### src/rtl/core/brhp_pkg.sv
package brhp_pkg;

    localparam int unsigned VAL_W   = 63;
    localparam int unsigned PROD_W  = VAL_W + 4;
    localparam int unsigned DIGIT_W = 4;

    localparam logic [VAL_W-1:0] VAL_MAX = {VAL_W{1'b1}};

    localparam logic [7:0] CHR_B     = 8'h62;
    localparam logic [7:0] CHR_Y     = 8'h79;
    localparam logic [7:0] CHR_T     = 8'h74;
    localparam logic [7:0] CHR_E     = 8'h65;
    localparam logic [7:0] CHR_S     = 8'h73;
    localparam logic [7:0] CHR_EQ    = 8'h3D;
    localparam logic [7:0] CHR_DASH  = 8'h2D;
    localparam logic [7:0] CHR_SLASH = 8'h2F;
    localparam logic [7:0] CHR_ZERO  = 8'h30;
    localparam logic [7:0] CHR_NINE  = 8'h39;

    typedef enum logic [9:0] {
        PH_P0    = 10'b00_0000_0001,
        PH_P1    = 10'b00_0000_0010,
        PH_P2    = 10'b00_0000_0100,
        PH_P3    = 10'b00_0000_1000,
        PH_P4    = 10'b00_0001_0000,
        PH_EQ    = 10'b00_0010_0000,
        PH_FIRST = 10'b00_0100_0000,
        PH_LAST  = 10'b00_1000_0000,
        PH_LEN   = 10'b01_0000_0000,
        PH_STOP  = 10'b10_0000_0000
    } phase_t;

    // acc * 10 + d, saturating at VAL_MAX
    function automatic logic [VAL_W-1:0] push_digit(
        input logic [VAL_W-1:0]   acc,
        input logic [DIGIT_W-1:0] d
    );
        logic [PROD_W-1:0] wide;
        logic [PROD_W-1:0] prod;
        wide = {{(PROD_W-VAL_W){1'b0}}, acc};
        prod = (wide << 3) + (wide << 1) + {{(PROD_W-DIGIT_W){1'b0}}, d};
        if (prod[PROD_W-1:VAL_W] != '0)
            return VAL_MAX;
        return prod[VAL_W-1:0];
    endfunction

endpackage

### src/rtl/core/byte_range_header_parser_top.sv
// Result path: the end-of-line byte is captured in the snapshot register,
// which then moves into the result register that drives result_valid.
// Throughput: one byte per cycle while byte_stall is low; the per-byte multiply-by-ten accumulate
// is a single shared shift-add unit, the range check sits in the result stage.
// Reset: parser returns to the first prefix letter, accumulators and
// file_size clear, both stages empty.
module byte_range_header_parser_top (
    input  logic                      clk,
    input  logic                      rst_n,
    input  logic                      cfg_we,
    input  logic [brhp_pkg::VAL_W-1:0] cfg_data,
    input  logic                      byte_valid,
    output logic                      byte_stall,
    input  logic [7:0]                text_byte,
    input  logic                      end_of_line,
    output logic                      result_valid,
    input  logic                      result_stall,
    output logic [brhp_pkg::VAL_W-1:0] first_byte,
    output logic [brhp_pkg::VAL_W-1:0] last_byte,
    output logic [brhp_pkg::VAL_W-1:0] total_length,
    output logic                      format_error,
    output logic                      range_valid
);
    import brhp_pkg::*;

    logic [VAL_W-1:0] file_size_reg;

    phase_t           phase_reg, phase_next;
    logic [VAL_W-1:0] first_reg, first_next;
    logic [VAL_W-1:0] last_reg, last_next;
    logic [VAL_W-1:0] len_reg, len_next;
    logic             bad_reg, bad_next;

    logic             snap_valid_reg;
    logic [VAL_W-1:0] snap_first_reg;
    logic [VAL_W-1:0] snap_last_reg;
    logic [VAL_W-1:0] snap_len_reg;
    logic             snap_bad_reg;

    logic             res_valid_reg;
    logic [VAL_W-1:0] res_first_reg;
    logic [VAL_W-1:0] res_last_reg;
    logic [VAL_W-1:0] res_len_reg;
    logic             res_bad_reg;
    logic             res_ok_reg;

    logic             byte_take;
    logic             res_ready;
    logic             snap_move;
    logic             is_digit;
    logic [DIGIT_W-1:0] digit_val;
    logic [7:0]       digit_raw;
    logic [VAL_W-1:0] sel_acc;
    logic [VAL_W-1:0] pushed;
    logic [7:0]       prefix_letter;
    phase_t           prefix_succ;
    logic             line_bad;
    logic             range_ok;

    assign res_ready  = !res_valid_reg || !result_stall;
    assign snap_move  = snap_valid_reg && res_ready;
    assign byte_stall = snap_valid_reg && !res_ready;
    assign byte_take  = byte_valid && !byte_stall;

    assign is_digit  = (text_byte >= CHR_ZERO) && (text_byte <= CHR_NINE);
    assign digit_raw = text_byte - CHR_ZERO;
    assign digit_val = is_digit ? digit_raw[DIGIT_W-1:0] : '0;

    always_comb
    begin
        unique case (phase_reg)
            PH_FIRST: sel_acc = first_reg;
            PH_LAST:  sel_acc = last_reg;
            default:  sel_acc = len_reg;
        endcase
    end

    assign pushed = push_digit(sel_acc, digit_val);

    always_comb
    begin
        unique case (phase_reg)
            PH_P0:   begin prefix_letter = CHR_B; prefix_succ = PH_P1; end
            PH_P1:   begin prefix_letter = CHR_Y; prefix_succ = PH_P2; end
            PH_P2:   begin prefix_letter = CHR_T; prefix_succ = PH_P3; end
            PH_P3:   begin prefix_letter = CHR_E; prefix_succ = PH_P4; end
            PH_P4:   begin prefix_letter = CHR_S; prefix_succ = PH_EQ; end
            default: begin prefix_letter = CHR_B; prefix_succ = PH_STOP; end
        endcase
    end

    always_comb
    begin
        phase_next = phase_reg;
        first_next = first_reg;
        last_next  = last_reg;
        len_next   = len_reg;
        bad_next   = bad_reg;
        unique case (phase_reg) inside
            PH_P0, PH_P1, PH_P2, PH_P3, PH_P4:
            begin
                if (text_byte == prefix_letter)
                    phase_next = prefix_succ;
                else
                begin
                    bad_next   = 1'b1;
                    phase_next = PH_STOP;
                end
            end
            PH_EQ:
                phase_next = (text_byte == CHR_EQ) ? PH_FIRST : PH_STOP;
            PH_FIRST:
            begin
                if (is_digit)
                    first_next = pushed;
                else
                    phase_next = (text_byte == CHR_DASH) ? PH_LAST : PH_STOP;
            end
            PH_LAST:
            begin
                if (is_digit)
                    last_next = pushed;
                else
                    phase_next = (text_byte == CHR_SLASH) ? PH_LEN : PH_STOP;
            end
            PH_LEN:
            begin
                if (is_digit)
                    len_next = pushed;
                else
                    phase_next = PH_STOP;
            end
            default:
                phase_next = PH_STOP;
        endcase
    end

    // still inside the prefix at end of line counts as a format error
    assign line_bad = bad_next || (phase_next == PH_P0) || (phase_next == PH_P1) ||
                      (phase_next == PH_P2) || (phase_next == PH_P3) ||
                      (phase_next == PH_P4);

    always_ff @(posedge clk or negedge rst_n)
    begin
        if (!rst_n)
        begin
            file_size_reg <= '0;
            phase_reg     <= PH_P0;
            first_reg     <= '0;
            last_reg      <= '0;
            len_reg       <= '0;
            bad_reg       <= 1'b0;
        end
        else
        begin
            if (cfg_we)
                file_size_reg <= cfg_data;
            if (byte_take)
            begin
                if (end_of_line)
                begin
                    phase_reg <= PH_P0;
                    first_reg <= '0;
                    last_reg  <= '0;
                    len_reg   <= '0;
                    bad_reg   <= 1'b0;
                end
                else
                begin
                    phase_reg <= phase_next;
                    first_reg <= first_next;
                    last_reg  <= last_next;
                    len_reg   <= len_next;
                    bad_reg   <= bad_next;
                end
            end
        end
    end

    // end-of-line snapshot
    always_ff @(posedge clk or negedge rst_n)
    begin
        if (!rst_n)
            snap_valid_reg <= 1'b0;
        else if (byte_take && end_of_line)
            snap_valid_reg <= 1'b1;
        else if (snap_move)
            snap_valid_reg <= 1'b0;
    end

    always_ff @(posedge clk)
    begin
        if (byte_take && end_of_line)
        begin
            snap_bad_reg   <= line_bad;
            snap_first_reg <= line_bad ? '0 : first_next;
            snap_last_reg  <= line_bad ? '0 : last_next;
            snap_len_reg   <= line_bad ? '0 : len_next;
        end
    end

    assign range_ok = !snap_bad_reg &&
                      (snap_first_reg != '0) &&
                      ((snap_last_reg == '0) || (snap_last_reg > snap_first_reg)) &&
                      (snap_last_reg < file_size_reg) &&
                      (snap_len_reg <= file_size_reg);

    // result register
    always_ff @(posedge clk or negedge rst_n)
    begin
        if (!rst_n)
            res_valid_reg <= 1'b0;
        else if (res_ready)
            res_valid_reg <= snap_valid_reg;
    end

    always_ff @(posedge clk)
    begin
        if (snap_move)
        begin
            res_first_reg <= snap_first_reg;
            res_last_reg  <= snap_last_reg;
            res_len_reg   <= snap_len_reg;
            res_bad_reg   <= snap_bad_reg;
            res_ok_reg    <= range_ok;
        end
    end

    assign result_valid = res_valid_reg;
    assign first_byte   = res_first_reg;
    assign last_byte    = res_last_reg;
    assign total_length = res_len_reg;
    assign format_error = res_bad_reg;
    assign range_valid  = res_ok_reg;

endmodule
### config.mk
export PLATFORM = sky130hd
export DESIGN_NAME = byte_range_header_parser_top
export DESIGN_NICKNAME = d
export VERILOG_FILES = /design/src/rtl/core/brhp_pkg.sv /design/src/rtl/core/byte_range_header_parser_top.sv
export SDC_FILE = /design/constraint.sdc
export NUM_CORES = 1
export LEC_CHECK = 0
export BUFFER_PORTS_ARGS = -buffer_cell sky130_fd_sc_hd__buf_4
export CORE_MARGIN = 4
export CORE_UTILIZATION = 40
export CTS_BUF_LIST = sky130_fd_sc_hd__clkbuf_4 sky130_fd_sc_hd__clkbuf_8
export DETAILED_ROUTE_END_ITERATION = 7
export PLACE_DENSITY_LB_ADDON = 0.08
export SETUP_SLACK_MARGIN = 0.3
export SKIP_LAST_GASP = 1
export SLEW_MARGIN = 0
export SYNTH_ARGS = -nofsm -noshare
export SYNTH_HDL_FRONTEND = slang
export SYNTH_SLANG_ARGS = --single-unit
export TNS_END_PERCENT = 50
### constraint.sdc
create_clock -name clk -period 19.2 [get_ports clk]
set_input_delay 1.92 -clock clk [delete_from_list [all_inputs] [get_ports clk]]
set_output_delay 1.92 -clock clk [all_outputs]
set_load 0.005 [all_outputs]
======== Word-level counts from Yosys, hierarchy flattened ========
Index checks and enable logic that the tools add are counted.
word-level totals
  word-level logic and storage cells ...... 99
  output and inout bits ................... 193
  register bits ........................... 646
operators by class
  mux-type cells .......................... 30
  reduce and logical (&&, ||, !) cells .... 26
  eq/ne operators ......................... 18
  magnitude comparators ................... 5
  add/sub/neg operators ................... 3
operator list
  kind                 count
  $mux 63              11
  $pmux 63 s2          1
  $pmux 10 s5          2
  $mux 10              8
  $add 66x64->67       1
  $add 67x4->67        1
  $gt 63x63->1         1
  $le 63x63->1         1
  $logic_not 63->1     1
  $lt 63x63->1         1
  $reduce_bool 63->1   1
  $eq 8x6->1 const B   3
  $eq 10x1->1 const B  2
  $eq 10x2->1 const B  2
  $eq 10x3->1 const B  2
  $eq 10x4->1 const B  2
  $eq 10x5->1 const B  2
  $pmux 5 s4           1
  $eq 10x6->1 const B  1
  $eq 10x7->1 const B  1
  $eq 10x8->1 const B  1
  $eq 10x9->1 const B  1
  $logic_and 1x1->1    9
  $eq 8x7->1           1
  10 further kinds     25

======== Logic depth before layout (Yosys ltp) ========
  depth after elaboration ................. 11
  mapped depth ............................ 24
  depth with buffers taken out ............ 18

======== Worst setup path after synthesis ========
No wires, ideal clock.
  path type ............................... in2reg
  start ................................... input result_stall
  end ..................................... register res_first_reg[0], in the netlist first_byte[0], enable pin
  stages .................................. 1
  arrival ................................. 15636 ps
  path buffers ............................ 0
  library setup time ...................... 1035 ps
  setup slack ............................. 2529 ps
  path through ............................ a21boi_0
on the way
  longest elaborated chain between the ends .. 3
ends and longest elaborated chain
  element               line                                 source
  from (decl)           byte_range_header_parser_top.sv:17   input logic result_stall,
  $logic_not 1->1       byte_range_header_parser_top.sv:60   assign res_ready = !res_valid_reg || !result_stall;
  $logic_or 1x1->1      byte_range_header_parser_top.sv:60
  $logic_and 1x1->1     byte_range_header_parser_top.sv:61   assign snap_move = snap_valid_reg && res_ready;
  to (signal assigned)  byte_range_header_parser_top.sv:221  res_first_reg <= snap_first_reg;
  to (decl)             byte_range_header_parser_top.sv:41   logic [VAL_W-1:0] res_first_reg;
No other way between the ends.
A chain may end at the register's enable or synchronous reset.

======== Worst setup path after layout ========
  start ................................... register phase_reg[1]
  end ..................................... register snap_len_reg[23], data pin
on the way
  longest elaborated chain between the ends .. 11
  elaborated cells between the ends (all ways) .. 38
ends and longest elaborated chain
  element                                                                  line                                 source
  from (decl)                                                              byte_range_header_parser_top.sv:28   phase_t phase_reg, phase_next;
  from (signal assigned)                                                   byte_range_header_parser_top.sv:170  phase_reg <= phase_next;
  parallel branches: the longest is 11 deep, another holds $add 66x64->67  -
  to (signal assigned)                                                     byte_range_header_parser_top.sv:198  snap_len_reg <= line_bad ? '0 : len_next;
  to (decl)                                                                byte_range_header_parser_top.sv:37   logic [VAL_W-1:0] snap_len_reg;
Several ways; the timed one is not identified.

==> key figures <==
Detailed routing
  – DR vias/cell: 5.933
  – Total number of vias: 29590
  – Final wirelength: 134200 um
  – DRT Pass-1 Iters: 7
  – DR iter-0 viols: 3085
  – Drt wl/cell: between 20 and 30 um
  – Residual DRC count: 0
  – Antenna-violating nets left: 0

Finish
  – Share of cells above drive strength 1: 0.1606
  – Final design utilization: 0.4642
  – Nets: approximately 4000
  – Finished Layout Cells: about 5000
  – Fill count: ~8400
  – Area Overhead vs Synth: 14.92%
  – Fin area: about 0.042 sq mm

Logic synthesis
  – Post-synth top area share: 0.3142
  – Syn Nets: just under 4000
  – Synthesized area per cell: approximately 10 sq um
  – Top cells by instance count after synthesis: nand2_1, o21ai_0, edfxtp_1
  – Sequential share of the synthesized area: 0.4963
  – EDFF count, synth: 381
  – Post-Syn Area: about 0.036 sq mm
  – Fraction of registers with async set/reset: 0.4102
  – Top-count cell post-synth: nand2_1
  – Synth area leaders: edfxtp_1, dfrtp_1, ha_1
  – Synth Warn #: 0
  – Main flop type after synthesis: edfxtp_1
  – #FFs+latches synth: between 600 and 700
  – Cell taking the most area after synthesis: edfxtp_1
  – Cells after Synth: between 3000 and 4000
  – Post-synth cell types: slightly below 90

Pwr
  – Peak VDD IR: around 0.057 mV
  – Total power: about 3.2 mW
  – Leakage dissipation: between 15 and 20 nW
  – PwrDens: roughly 76 mW/mm^2

Clock tree
  – Maximum clock insertion buffer count: 3
  – Clk slew on worst S/H paths: approximately 0.06 ns
  – CTS buffer count: 113
  – Worst-Skew Late Latency: ~0.79 ns
  – CTS sink cnt: between 600 and 700
  – Hold_buf cts: 0
  – H-tree depth: 3
  – Post-CTS setup buffers: 0
  – Cts repair resizes: 0
  – Clock root cell: clkbuf_8
  – CTS tree: built

Timing
  – Final hold violation count: 0
  – Slew @ Worst Pin: about 1.2 ns
  – Min setup slack post-route: between 10 and 15 ns
  – RSZ-0062 raised after global routing: false
  – Final Setup Violations: 0
  – Tmin final: between 7 and 8 ns
  – Clock skew: around 0.065 ns
  – Fin Hold WS: 0.4570 ns
  – Tcrit/Tclk final: 0.4134
  – Max-slew violations: 0
  – Fmax: between 100 and 150 MHz
  – Setup TNS: 0 ns
  – Max-slew headroom: 0.1830

Place
  – Placed cell count: 4773
  – HPWL after detailed placement: between 90000 and 100000 um
  – Worst slack, placed: 11.29 ns
  – GPL Wtd Cong: around 0.92
  – Placed Area: 0.03944 sq mm
  – # port buffers: between 200 and 300

Critical path
  – Slowest Stage Delay on Critical Path: between 0.7 and 0.8 ns
  – Worst path cell trace: nor4_4 -> nand3_1 -> nor3b_2 -> buf_4 -> buf_4 -> a22oi_1 -> nand2_1 -> ha_1 -> ha_1 -> fa_1 -> a21oi_1 -> nor4_1 -> o21a_1 -> o211a_1 -> o2111ai_1 -> a31oi_1 -> a211o_4 -> buf_4 -> a2111oi_4 -> a21oi_1
  – Crit path max fanout: 47
  – CP max stage cell: a2111oi_4
  – CP required: slightly below 20 ns
  – Worst R2R End: snap_len_reg[23]
  – RR Startpoint: phase_reg[1]
  – Worst path most repeated cell: buf_4
  – Critical Path Sink Type: register
  – Crit path launch type: register
  – FF-to-FF path depth: 20
  – CP Class: reg2reg
  – Reg2reg setup slack: between 10 and 15 ns
  – Arrival @ worst endpoint: ~8.4 ns

Global routing
  – Pin count of the biggest net entering global routing: ~190
  – Initial antenna violation count: 7
  – GR Overflow Total: 0
  – Gr usage total: 0.2740
  – Number of global-route vias before repair: a little under 30000
  – Global-route wire length before repair: between 150000 and 200000 um

Die
  – Die height: about 310 um
  – Ports: 270
  – Initial core utilization: 0.4040
  – Die X: a little over 300 um
  – Core Area: roughly 0.09 sq mm
  – Full die area: 0.09594 sq mm
  – # rows: 110

Min path
  – Tightest Hold Check Type: reg2reg
  – Hold Path Depth: 0
  – End of the worst hold path: format_error
  – Hold Crit Start: snap_bad_reg

Status
  – Outcome: finished, final reports clean

Flow run
  – Max-Cap Viols: 0
==> layer usage <==
layer  vias up  track usage  routed length, um
met2      1305       0.4147              58490
met5         -            0                 13
met3       149      0.05420              11530
met4         2      0.06490               2674
li1      13470            -                  -
met1     14670       0.4059              61460
==> placed cells by master (no fill, tap or decap), types with 66 or more instances in the layout <==
| cell | n |
|---|---|
| o21ai_0 | 405 |
| dfrtp_1 | 264 |
| nand4_1 | 80 |
| ha_1 | 313 |
| inv_1 | 174 |
| nand2_1 | 451 |
| buf_4 | 304 |
| o21ai_1 | 99 |
| a21oi_1 | 349 |
| clkbuf_8 | 128 |
| a22oi_1 | 66 |
| a21o_1 | 98 |
| edfxtp_1 | 381 |
| nor2_1 | 93 |
==> how the worst max path moves through the flow <==
stage,start,slack (ns),cells after the start,end
finish,phase_reg[1],11.26,20,snap_len_reg[23]
floorplan,result_stall,2.53,1,first_byte[0]
detailed placement,text_byte[7],11.29,17,snap_first_reg[39]
CTS,phase_reg[1],11.33,20,snap_len_reg[54]
global placement,text_byte[7],11.31,16,snap_len_reg[6]
global route,phase_reg[1],10.84,21,snap_len_reg[57]
==> final cells by class <==
class	instances	area, sq um	area share
Multi-Input combinational cell	2469	16890	0.4036
Clock buffer	183	2175	0.05196
Timing Repair Buffer	307	2337	0.05585
Sequential cell	646	18070	0.4319
Tap cell	1176	1471	0.03516
Clock inverter	31	237.7	0.005680
Inverter	175	664.4	0.01588
Antenna cell	1	2.502	0.00005979
==> cell families (layout without fill, tap and decap cells) <==
logic type,after synthesis,in the layout,synth area share
simple gates,823,823,0.1046
xor+xnor,57,57,0.01371
compound gates,1269,1269,0.2315
other cells,0,1,0
mux,5,5,0.001443
buf+inv,383,696,0.04377
flops,646,646,0.4963
fa+ha+maj,315,315,0.1086
==> power by group <==
group	total [mW]	switching, mW	internal (mW)	leakage, nW
sequential	1.58	0.0430	1.53	7.22
clock	1.35	0.594	0.756	1.29
combinational	0.257	0.162	0.0953	9.68
==> worst max-delay path, delay by kind of cell (launching register included) <==
family,cells,cell delay (ns)
fa+ha+maj,3,0.92
buf+inv,3,1.53
flops,1,0.45
compound gates,9,3.30
simple gates,5,1.29
(Power assumes the default switching activity.)
